File: config.mk
export PLATFORM = sky130hd
export DESIGN_NAME = temp_sensor_scratchpad_check
export DESIGN_NICKNAME = d
export VERILOG_FILES = /design/src/design/tssc_pkg.sv /design/src/design/temp_sensor_scratchpad_check.sv /design/src/design/tssc_crc8.sv
export SDC_FILE = /design/constraint.sdc
export NUM_CORES = 1
export LEC_CHECK = 0
export BUFFER_PORTS_ARGS = -buffer_cell sky130_fd_sc_hd__buf_2
export CAP_MARGIN = 20
export CELL_PAD_IN_SITES_DETAIL_PLACEMENT = 1
export CELL_PAD_IN_SITES_GLOBAL_PLACEMENT = 1
export CORE_UTILIZATION = 51
export CTS_BUF_LIST = sky130_fd_sc_hd__clkbuf_8
export CTS_CLUSTER_DIAMETER = 200
export DETAILED_ROUTE_END_ITERATION = 12
export GPL_ROUTABILITY_DRIVEN = 0
export PLACE_DENSITY = 0.83
export SKIP_CTS_REPAIR_TIMING = 1
export SYNTH_ARGS = -nofsm -noshare
export SYNTH_HDL_FRONTEND = slang
export SYNTH_SLANG_ARGS = --single-unit
File: constraint.sdc
create_clock -name clock -period 5.2 [get_ports clock]
set_input_delay 0.52 -clock clock [delete_from_list [all_inputs] [get_ports clock]]
set_output_delay 0.52 -clock clock [all_outputs]
set_load 0.01 [all_outputs]
File: src/design/tssc_pkg.sv
// ----------------------------------------------------------------------------
// Scratchpad read checker package
// Word types, status codes, marker values and CRC constants.
// ----------------------------------------------------------------------------
package tssc_pkg;

   localparam logic [7:0]  CRC_XOR      = 8'h18;
   localparam logic [7:0]  CRC_TOP      = 8'h80;
   localparam logic [15:0] MARK_CONVERT = 16'(2 * 99);
   localparam logic [15:0] MARK_READ    = 16'(2 * 98);
   localparam logic [15:0] MARK_CRC     = 16'(2 * 97);
   localparam logic [3:0]  LAST_COUNT   = 4'd8;

   typedef enum logic [1:0] {
      ST_OK        = 2'd0,
      ST_NO_CONV   = 2'd1,
      ST_NO_READ   = 2'd2,
      ST_CRC_ERROR = 2'd3
   } status_type;

   typedef enum logic {
      KIND_PRESENCE = 1'b0,
      KIND_BYTE     = 1'b1
   } kind_type;

   typedef enum logic [2:0] {
      PH_FIRST  = 3'b001,
      PH_SECOND = 3'b010,
      PH_BYTES  = 3'b100
   } phase_type;

   typedef struct packed {
      kind_type    req_type;
      logic        no_presence;
      logic [7:0]  data_byte;
   } req_word_type;

   typedef struct packed {
      status_type  status;
      logic [15:0] temperature;
   } rsp_word_type;

endpackage

File: src/design/temp_sensor_scratchpad_check.sv
// ----------------------------------------------------------------------------
// Temperature sensor scratchpad read checker
// Follows one read: two presence samples, nine scratchpad bytes, CRC check.
// ----------------------------------------------------------------------------
// Each word is taken into an input register and handled from there; one word
// can be accepted every cycle unless the result register is stalled. A result
// goes from the input register through one result register to rsp; the input
// side stalls only while that register is full and not being taken.
// A presence sample with no device gives status 1 (convert) or 2 (read);
// the ninth byte gives status 0 with the byte1:byte0 temperature, or 3 on a
// CRC mismatch. Bytes outside a read are dropped without a result.
module temp_sensor_scratchpad_check (
   input  logic                  clock,
   input  logic                  reset,
   input  logic                  req_valid,
   output logic                  req_ready,
   input  tssc_pkg::req_word_type req_data,
   output logic                  rsp_valid,
   input  logic                  rsp_ready,
   output tssc_pkg::rsp_word_type rsp_data
);
   import tssc_pkg::*;

   logic         in_valid_ff;
   req_word_type in_word_ff;
   logic         rsp_valid_ff, rsp_valid_in;
   rsp_word_type rsp_word_ff,  rsp_word_in;
   phase_type    phase_ff,     phase_in;
   logic [3:0]   count_ff,     count_in;
   logic [7:0]   crc_ff,       crc_in;
   logic [7:0]   temp_low_ff,  temp_low_in;
   logic [7:0]   temp_high_ff, temp_high_in;
   logic [7:0]   crc_upd;
   logic         advance;
   logic         emit;
   rsp_word_type emit_word;

   tssc_crc8 u_crc (
      .crc_cur  (crc_ff),
      .data     (in_word_ff.data_byte),
      .crc_next (crc_upd)
   );

   assign advance   = in_valid_ff && (!rsp_valid_ff || rsp_ready);
   assign req_ready = !in_valid_ff || advance;
   assign rsp_valid = rsp_valid_ff;
   assign rsp_data  = rsp_word_ff;

   always_comb begin
      phase_in     = phase_ff;
      count_in     = count_ff;
      crc_in       = crc_ff;
      temp_low_in  = temp_low_ff;
      temp_high_in = temp_high_ff;
      emit         = 1'b0;
      emit_word    = '{status: ST_OK, temperature: 16'd0};
      if (in_word_ff.req_type == KIND_PRESENCE) begin
         if (phase_ff == PH_SECOND) begin
            if (in_word_ff.no_presence) begin
               phase_in  = PH_FIRST;
               emit      = 1'b1;
               emit_word = '{status: ST_NO_READ, temperature: MARK_READ};
            end else begin
               phase_in = PH_BYTES;
               count_in = 4'd0;
               crc_in   = 8'd0;
            end
         end else begin
            // first reset, or a new one that abandons a read
            count_in = 4'd0;
            if (in_word_ff.no_presence) begin
               phase_in  = PH_FIRST;
               emit      = 1'b1;
               emit_word = '{status: ST_NO_CONV, temperature: MARK_CONVERT};
            end else begin
               phase_in = PH_SECOND;
            end
         end
      end else if (phase_ff == PH_BYTES) begin
         if (count_ff < LAST_COUNT) begin
            if (count_ff == 4'd0) begin
               temp_low_in = in_word_ff.data_byte;
            end
            if (count_ff == 4'd1) begin
               temp_high_in = in_word_ff.data_byte;
            end
            crc_in   = crc_upd;
            count_in = count_ff + 4'd1;
         end else begin
            phase_in = PH_FIRST;
            count_in = 4'd0;
            emit     = 1'b1;
            if (crc_ff != in_word_ff.data_byte) begin
               emit_word = '{status: ST_CRC_ERROR, temperature: MARK_CRC};
            end else begin
               emit_word = '{status: ST_OK, temperature: {temp_high_ff, temp_low_ff}};
            end
         end
      end
   end

   always_comb begin
      rsp_valid_in = rsp_valid_ff && !rsp_ready;
      rsp_word_in  = rsp_word_ff;
      if (advance && emit) begin
         rsp_valid_in = 1'b1;
         rsp_word_in  = emit_word;
      end
   end

   always_ff @(posedge clock) begin
      if (reset) begin
         in_valid_ff  <= 1'b0;
         rsp_valid_ff <= 1'b0;
         phase_ff     <= PH_FIRST;
         count_ff     <= 4'd0;
         crc_ff       <= 8'd0;
         temp_low_ff  <= 8'd0;
         temp_high_ff <= 8'd0;
      end else begin
         if (req_ready) begin
            in_valid_ff <= req_valid;
         end
         rsp_valid_ff <= rsp_valid_in;
         if (advance) begin
            phase_ff     <= phase_in;
            count_ff     <= count_in;
            crc_ff       <= crc_in;
            temp_low_ff  <= temp_low_in;
            temp_high_ff <= temp_high_in;
         end
      end
   end

   always_ff @(posedge clock) begin
      if (req_valid && req_ready) begin
         in_word_ff <= req_data;
      end
      rsp_word_ff <= rsp_word_in;
   end

endmodule

File: src/design/tssc_crc8.sv
// ----------------------------------------------------------------------------
// Dallas CRC-8 byte update
// One byte folded into the running CRC, LSB first, eight unrolled steps.
// ----------------------------------------------------------------------------
module tssc_crc8 (
   input  logic [7:0] crc_cur,
   input  logic [7:0] data,
   output logic [7:0] crc_next
);
   import tssc_pkg::*;

   always_comb begin
      logic [7:0] c;
      logic [7:0] d;
      c = crc_cur;
      d = data;
      for (int i = 0; i < 8; i++) begin
         if ((d[0] ^ c[0]) == 1'b1) begin
            c = ((c ^ CRC_XOR) >> 1) | CRC_TOP;
         end else begin
            c = c >> 1;
         end
         d = d >> 1;
      end
      crc_next = c;
   end

endmodule

### Word-level counts from Yosys, hierarchy flattened

Cells that the tools add are included.

| cells by class | value |
|---|---|
| eq/ne operators | 9 |
| reductions and logical operators | 16 |
| order comparisons | 1 |
| muxes and demuxes | 36 |
| add/sub/neg operators | 1 |
| bitwise logic cells | 16 |

Operator list:

| kind | number |
|---|---|
| two-way mux 18 bit | 6 |
| two-way mux 8 bit | 13 |
| two-way mux 4 bit | 5 |
| two-way mux 17 bit | 1 |
| NOT 2 bit | 8 |
| two-way mux 3 bit | 5 |
| AND reduction 5 bit | 3 |
| != test 8 bit | 1 |
| bitwise XOR 1 bit | 8 |
| != test 2 x 1 -> 1 bit (second input constant) | 3 |
| AND reduction 3 bit | 2 |
| two-way mux 1 bit | 5 |
| adder 4 x 1 -> 4 bit (second input constant) | 1 |
| == test 4 x 1 -> 1 bit (second input constant) | 1 |
| logical AND 1 bit | 4 |
| logical NOT 4 bit | 1 |
| < comparator 4 bit (second input constant) | 1 |
| == test 3 x 2 -> 1 bit (second input constant) | 1 |
| == test 3 bit (second input constant) | 1 |
| logical NOT 1 bit | 3 |
| != test 3 bit (second input constant) | 1 |
| logical OR 1 bit | 2 |
| two-way mux 2 bit | 1 |
| != test 2 bit (second input constant) | 1 |
| nonzero test 2 bit | 1 |

| storage, ports and cells | value |
|---|---|
| word-level logic and storage cells | 91 |
| bits of input ports | 14 |
| output and inout port bits | 20 |
| register bits after elaboration | 61 |

### Depth between registers and ports, before layout

Gate-level depths: netlist of the first run.

| depth | value |
|---|---|
| depth in word-level cells | 19 |
| gate-level depth with buffers | 6 |
| depth with buffers taken out | 5 |

### Modules after synthesis

From an unflattened synthesis of the first run, not the netlist that was laid out.

| unflattened totals | value |
|---|---|
| cells, all modules | 255 |
| area, all modules | 2886.5 um^2 |

Modules (own cells, without submodules):

| module | cells each | area an instance (um^2) | times used |
|---|---|---|---|
| temp_sensor_scratchpad_check | 234 | 2651.3 | 1 |
| tssc_crc8 | 21 | 235.2 | 1 |

### Worst setup path before layout of the first run

No wires, ideal clock.

| timing | value |
|---|---|
| kind | in2reg |
| start point | input rsp_ready |
| end point | register rsp_word_ff, in the netlist rsp_data[0], enable pin |
| arrival time | 1.413 ns |
| setup time | 0.373 ns |
| required time | 4.827 ns |
| path slack | 3.415 ns |
| path buffers | 0 |
| stages | 4 |
| path through | nand2b_1 -> nand2_1 -> a21o_1 -> inv_1 |

| between the ends | value |
|---|---|
| word-level cells in the longest chain between the ends | 3 |

RTL lines:

| what | RTL line | text |
|---|---|---|
| from (decl) | temp_sensor_scratchpad_check.sv:19 | `input logic rsp_ready,` |
| logical OR 1 bit | temp_sensor_scratchpad_check.sv:44 | `assign advance = in_valid_ff && (!rsp_valid_ff \|\| rsp_ready);` |
| logical AND 1 bit | temp_sensor_scratchpad_check.sv:44 |  |
| logical AND 1 bit | temp_sensor_scratchpad_check.sv:105 | `if (advance && emit) begin` |
| to (signal assigned) | temp_sensor_scratchpad_check.sv:139 | `rsp_word_ff <= rsp_word_in;` |
| to (decl) | temp_sensor_scratchpad_check.sv:27 | `rsp_word_type rsp_word_ff, rsp_word_in;` |

No other way between the ends.
A chain may end at the register's enable or synchronous reset.

### Final worst setup path of the first run

| timing | value |
|---|---|
| start point | register in_word_ff[9] (netlist bit) |
| end point | register temp_high_ff[7] |

| between the ends | value |
|---|---|
| word-level cells in the longest chain between the ends | 1 |

RTL lines:

| what | RTL line | text |
|---|---|---|
| from (decl) | temp_sensor_scratchpad_check.sv:25 | `req_word_type in_word_ff;` |
| from (signal assigned) | temp_sensor_scratchpad_check.sv:137 | `in_word_ff <= req_data;` |
| AND reduction 5 bit (no source line) | n/a |  |
| to (signal assigned) | temp_sensor_scratchpad_check.sv:130 | `temp_high_ff <= temp_high_in;` |
| to (decl) | temp_sensor_scratchpad_check.sv:32 | `logic [7:0] temp_high_ff, temp_high_in;` |

No other way between the ends.

==> summary.txt, run 1 <==
PnR worst setup slack = 2.74 ns
Initial antenna violation count = 0
DRC = 0
Reg power frac = 54.4%
CTS buffer count = 9
Crit share post-route = 47.3%
Max Fclk = 0.407 GHz
Final TNS setup = 0 ns
Final min period = 2.46 ns
Vias per inst = 5.61
I/O pin count = 34
Clock buffer depth = 2
Worst path max stage delay = 0.85 ns
H-Tree Depth = 3
Ys Warns = 0
Synthesized area = 0.00265 sq mm
Hold Crit Start = req_data[8]
Area delta synth->final = 14.1%
Hold_ws = 0.358 ns
Worst path arrival time = 2.65 ns
Worst-path clk slew = 0.07 ns
Int Pwr = 743 uW
WHS Endpoint = in_word_ff[8]$_DFFE_PP_
Worst EP required = 5.39 ns
Chip Width = 74.0 microns
Slowest CP cell = nor3b_2
Combinational share of power = 5.6%
Total GRT Usage = 25.2%
R2r worst-path depth = 5
Peak VDD IR = 0.163 mV
EDFF count, synth = 28
Pre-CTS setup slack = 2.79 ns
CP Class = flip-flop to flip-flop
Most frequent cells in the layout = dfxtp_1 (33), buf_2 (33), edfxtp_1 (28)
FF-to-FF setup slack = 2.74 ns
Clock latency at the later pin of the worst-skew pair = 0.34 ns
DR WL/cell = 18.4 microns
PwrDens = 316 mW/mm^2
Port Buf Inserts = 33
Antenna cells = 0
R2r endpoint = temp_high_ff[7]$_SDFFE_PP0P_
Util after Layout = 62.2%
Register Area = 0.00150 sq mm
CP Launch Type = flip-flop
# Max-Cap Violations = 0
Slew @ Worst Pin = 1.02 ns
Fin. Hold Viols = 0
Post-route ant nets = 0
Final setup vio count = 0
Final Skew = 0.00953 ns
Pleak = 0.00107 uW
DRT Wirelength = 6.10 mm
Net switching power = 212 uW
Post-synth ARST share = 0%
RR Startpoint = in_word_ff[9]$_DFFE_PP_
DR pass1 iterations = 6
Largest net degree at the start of global routing = 35
Slew headroom = 31.7%
Core area = 0.00485 sq mm
Post-synthesis cell type count = 45
Worst Hold Class = input pin to flip-flop
Global-route wire length before repair = 9.81 mm
Clock Tree Root = clkbuf_8
Share of cells above drive strength 1 = 20.1%
Cells along the critical path = and2b_1 -> nand4_4 -> nor3b_2 -> mux2i_1 -> nor2_1
Critical path fanouts, max = 12
Register bit count reported by yosys = 61
Sink Count = 61
Clock power frac = 40.0%
Crit path from = in_word_ff[9]$_DFFE_PP_
Status = finished, final reports clean
Congestion Overflow GR = 0
Sequential area share after synthesis = 56.8%
RSZ-0062 raised after global routing = false
Hold Path Stages = 1
TritonCTS clock tree = yes
Die area = 0.00548 sq mm
Starting Density = 54.6%
Post-DP HPWL = 4.19 mm
Setup crit end kind = flip-flop
Multi-input logic area = 0.00107 sq mm
Sw Ratio = 22.2%
Cells after synthesis = 225
Slew Viols, Final = 0
Power consumption = 955 uW
Synthesized Nets = 242
Vias = 1857
Top_reg_cell synth = dfxtp_1
Die Height = 74.0 microns
Post-layout nets = 277
Synth Area per Inst = 11.8 sq um
FILL cells = 508
Vias in the first global route = 1946
Standard-cell row count = 25
Iter 0 DRT Violations = 89
==> cell families after synthesis <==
group | Yosys count | synth area share [%]
fa+ha+maj | 3 | 1.42
buf+inv | 16 | 2.89
flops | 61 | 56.8
compound gates | 29 | 7.28
simple gates | 82 | 17.4
mux | 17 | 6.43
xor+xnor | 17 | 7.85
==> worst max-delay path, delay by kind of cell (launching register included) <==
kind             cells  cell delay, ns
AND/OR/NAND/NOR      4            1.50
flip-flops           1            0.55
multiplexers         1            0.26
==> layer usage <==
layer	global-route usage, %	wire (microns)	up-vias
met4	14.1	141	0
met2	41.3	2970	49
met1	31.3	2700	925
met5	0	0	-
met3	4.74	279	15
li1	-	-	868
==> synth_stat cells, drive strengths merged, types with 2 or more instances <==
| cell type | n | area (sq um) |
|---|---|---|
| clkbuf | 6 | 22.5 |
| o311ai | 2 | 17.5 |
| a21oi | 7 | 35.0 |
| nand2b | 4 | 25.0 |
| nor2 | 26 | 97.6 |
| nand2 | 13 | 48.8 |
| nand3 | 4 | 20.0 |
| mux2i | 17 | 170 |
| inv | 7 | 26.3 |
| buf | 3 | 27.5 |
| a21o | 3 | 22.5 |
| xnor2 | 10 | 110 |
| a22oi | 5 | 37.5 |
| nand4 | 3 | 33.8 |
| and2 | 13 | 81.3 |
| a31oi | 3 | 18.8 |
| ha | 3 | 37.5 |
| xor2 | 5 | 51.3 |
| edfxtp | 28 | 841 |
| nand3b | 2 | 15.0 |
| or3 | 2 | 12.5 |
| nor3 | 4 | 20.0 |
| o21ai | 5 | 25.0 |
| dfxtp | 33 | 661 |
| nor3b | 3 | 43.8 |
==> per-stage QoR <==
step / std cells / area [sq um]
2_1_floorplan: 225 / 2650
3_3_place_gp: 316 / 2840
3_5_place_dp: 316 / 2840
4_1_cts: 331 / 3020
5_1_grt: 331 / 3020
6_report: 331 / 3020
==> state kept, by name, indices dropped and copies added (netlist names) <==
signal / count
in_word_ff: 10
in_valid_ff: 1
phase_ff: 3
count_ff: 4
crc_ff: 8
temp_high_ff: 8
rsp_valid: 1
rsp_data: 18
temp_low_ff: 8
==> power by group through the flow <==
stage	registers, uW	logic [uW]	clock network (uW)
final	519	53.4	382
after global routing	521	57.9	405
after CTS	520	53.5	387
after detailed placement	530	52.7	0
after global placement	529	51.4	0
after floorplan	528	34.7	0
==> final cells by class <==
type / instances / area share [%]
sequential: 61 / 49.8
tap: 67 / 2.78
timing repair buffer: 33 / 5.47
multi-input combinational: 148 / 35.4
clock buffer: 9 / 4.10
clock inverter: 6 / 1.66
inverter: 7 / 0.871
==> worst max-delay path by stage <==
stage,slack (ns),cells after the start,end
finish,2.74,5,temp_high_ff[7]$_SDFFE_PP0P_
global route,2.57,5,temp_high_ff[1]$_SDFFE_PP0P_
detailed placement,2.79,5,temp_low_ff[3]$_SDFFE_PP0P_
global placement,2.78,5,temp_high_ff[5]$_SDFFE_PP0P_
CTS,2.75,5,temp_high_ff[5]$_SDFFE_PP0P_
floorplan,3.41,4,rsp_data[0]$_SDFFCE_PP0P_
Note: power is estimated with default switching activity, not from simulation.
==> run 2: changes to the inputs <==
CORE_UTILIZATION = 48   (was 51)
PLACE_DENSITY = 0.79   (was 0.83)
clock period = 2.56 ns   (was 5.2 ns; I/O delays follow)
==> run 2 against run 1 <==
Compared with the run above: register-to-register slack worse by 2.2 ns; setup slack worse by 2.2 ns; hold slack worse by 0.27 ns; cell count up 2.7%; total power up 110%; critical path depth up 1; clock-buffer cell count unchanged; clock power up 110%; sequential share of layout area down 0.79 points; combinational power up 100%; sequential power up 100%; critical endpoint is now temp_high_ff[0]$_SDFFE_PP0P_; largest cell class unchanged.
==> summary.txt, run 2 (same netlist as run 1, synthesis figures left out) <==
Status = finished, final reports clean
Vias = 1817 (-2.2%)
Largest net degree at the start of global routing = 22 (-37%)
Post-layout nets = 282 (+1.8%)
Sink Count = 61 (unchanged)
Crit share post-route = 78.7% (+31 points)
Post-route ant nets = 0 (unchanged)
Starting Density = 50.8% (-3.7 points)
CP Class = flip-flop to flip-flop
# Max-Cap Violations = 0 (unchanged)
Area delta synth->final = 15.9%
Final Skew = 0.00719 ns (-0.00234 ns)
Cells along the critical path = and2b_1 -> nand4_4 -> nor3b_2 -> buf_4 -> mux2i_1 -> nor2_1
Peak VDD IR = 0.463 mV (+180%)
CTS buffer count = 9 (unchanged)
Most frequent cells in the layout = dfxtp_1 (33), buf_2 (33), edfxtp_1 (28)
Pleak = 0.00109 uW (+1.8%)
Die area = 0.00581 sq mm (+6.1%)
Setup crit end kind = flip-flop
Critical path fanouts, max = 12 (unchanged)
Slowest CP cell = edfxtp_1
Clock Tree Root = clkbuf_8
Slew headroom = 60.7% (+29 points)
H-Tree Depth = 3 (unchanged)
Worst path max stage delay = 0.55 ns (-0.30 ns)
PwrDens = 644 mW/mm^2 (+100%)
Post-DP HPWL = 3.94 mm (-6.0%)
Final min period = 2.01 ns (-0.445 ns)
Share of cells above drive strength 1 = 21.9% (+1.8 points)
RSZ-0062 raised after global routing = false
Power consumption = 1970 uW (+110%)
Clock buffer depth = 2 (unchanged)
Slew Viols, Final = 0 (unchanged)
Slew @ Worst Pin = 0.590 ns (-0.427 ns)
Fin. Hold Viols = 0 (unchanged)
Worst Hold Class = input pin to flip-flop
Finished Layout Cells = 340 (+2.7%)
Standard-cell row count = 26 (+4.0%)
Dpl cells = 324 (+2.5%)
Die Height = 76.2 microns (+3.0%)
Congestion Overflow GR = 0 (unchanged)
Iter 0 DRT Violations = 115 (+29%)
DR pass1 iterations = 4 (-2)
DRC = 0 (unchanged)
Final setup vio count = 0 (unchanged)
Initial antenna violation count = 0 (unchanged)
Clock latency at the later pin of the worst-skew pair = 0.34 ns (about the same)
Antenna cells = 0 (unchanged)
Final TNS setup = 0 ns (unchanged)
DR WL/cell = 17.4 microns (-5.5%)
Port Buf Inserts = 33 (unchanged)
Worst EP required = 2.78 ns (-2.61 ns)
CP Launch Type = flip-flop
Chip Width = 76.2 microns (+3.0%)
Total GRT Usage = 21.9% (-3.3 points)
Worst-path clk slew = 0.07 ns (about the same)
Core area = 0.00520 sq mm (+7.4%)
Max Fclk = 0.497 GHz (+22%)
I/O pin count = 34 (unchanged)
Global-route wire length before repair = 9.59 mm (-2.2%)
Vias per inst = 5.34 (-4.7%)
Max reg flops = 18 (unchanged)
DRT Wirelength = 5.92 mm (-2.9%)
TritonCTS clock tree = yes
Vias in the first global route = 1885 (-3.1%)
Worst path arrival time = 2.23 ns (-0.42 ns)
[run 2: changes by cell type in the layout (fill, tap and decap cells not counted), sizes merged]
cell      delta
buf          +5
clkinv       +2
clkinvlp     +1
inv          -2
[run 2: final timing paths]
path / depth (start not counted) / endpoint / slack [ns] / start
min: 1 / in_word_ff[7]$_DFFE_PP_ / 0.08 / req_data[7]
min reg2reg: 2 / temp_low_ff[0]$_SDFFE_PP0P_ / 0.49 / temp_low_ff[0]$_SDFFE_PP0P_
max reg2reg: 6 / temp_high_ff[0]$_SDFFE_PP0P_ / 0.55 / in_word_ff[9]$_DFFE_PP_
max: 6 / temp_high_ff[0]$_SDFFE_PP0P_ / 0.55 / in_word_ff[9]$_DFFE_PP_
[run 2: cell type report]
type	instances	area, sq um
Clock inverter	7	57.6
Timing Repair Buffer	38	203
Sequential cell	61	1500
Fill cell	578	2140
Inverter	7	26.3
Multi-Input combinational cell	148	1070
Clock buffer	9	124
Tap cell	70	87.6
[run 2: where the power goes]
group	internal (uW)	switching (uW)
Sequential	1040	19.2
Clock	434	375
Combinational	45.1	64.0
[run 2: routing by layer]
metal  share of wire (%)  GRT usage (%)  vias up
met2                  48           34.1       41
met5                   0              0        -
li1                    -              -      874
met1                  46           28.3      891
met4                 2.1           11.2        0
met3                 3.5           5.39       11
[run 2: worst max-delay path, delay by kind of cell, from the launching register on]
family	cells	cell delay, ns
and+or+nand+nor	4	0.86
muxes	1	0.26
buffers and inverters	1	0.22
DFF	1	0.55
[run 2: per-stage QoR]
step                      cell area (sq um)  hold WS (ns)  setup slack, ns  util (%)
after floorplan                        2650         0.355            0.815         -
after global placement                 2890         0.433            0.728      55.4
after detailed placement               2890         0.435            0.587      55.4
after CTS                              3070        0.0752            0.551      58.9
after global routing                   3070        0.0777            0.377      58.9
final                                  3070        0.0838            0.546      58.9
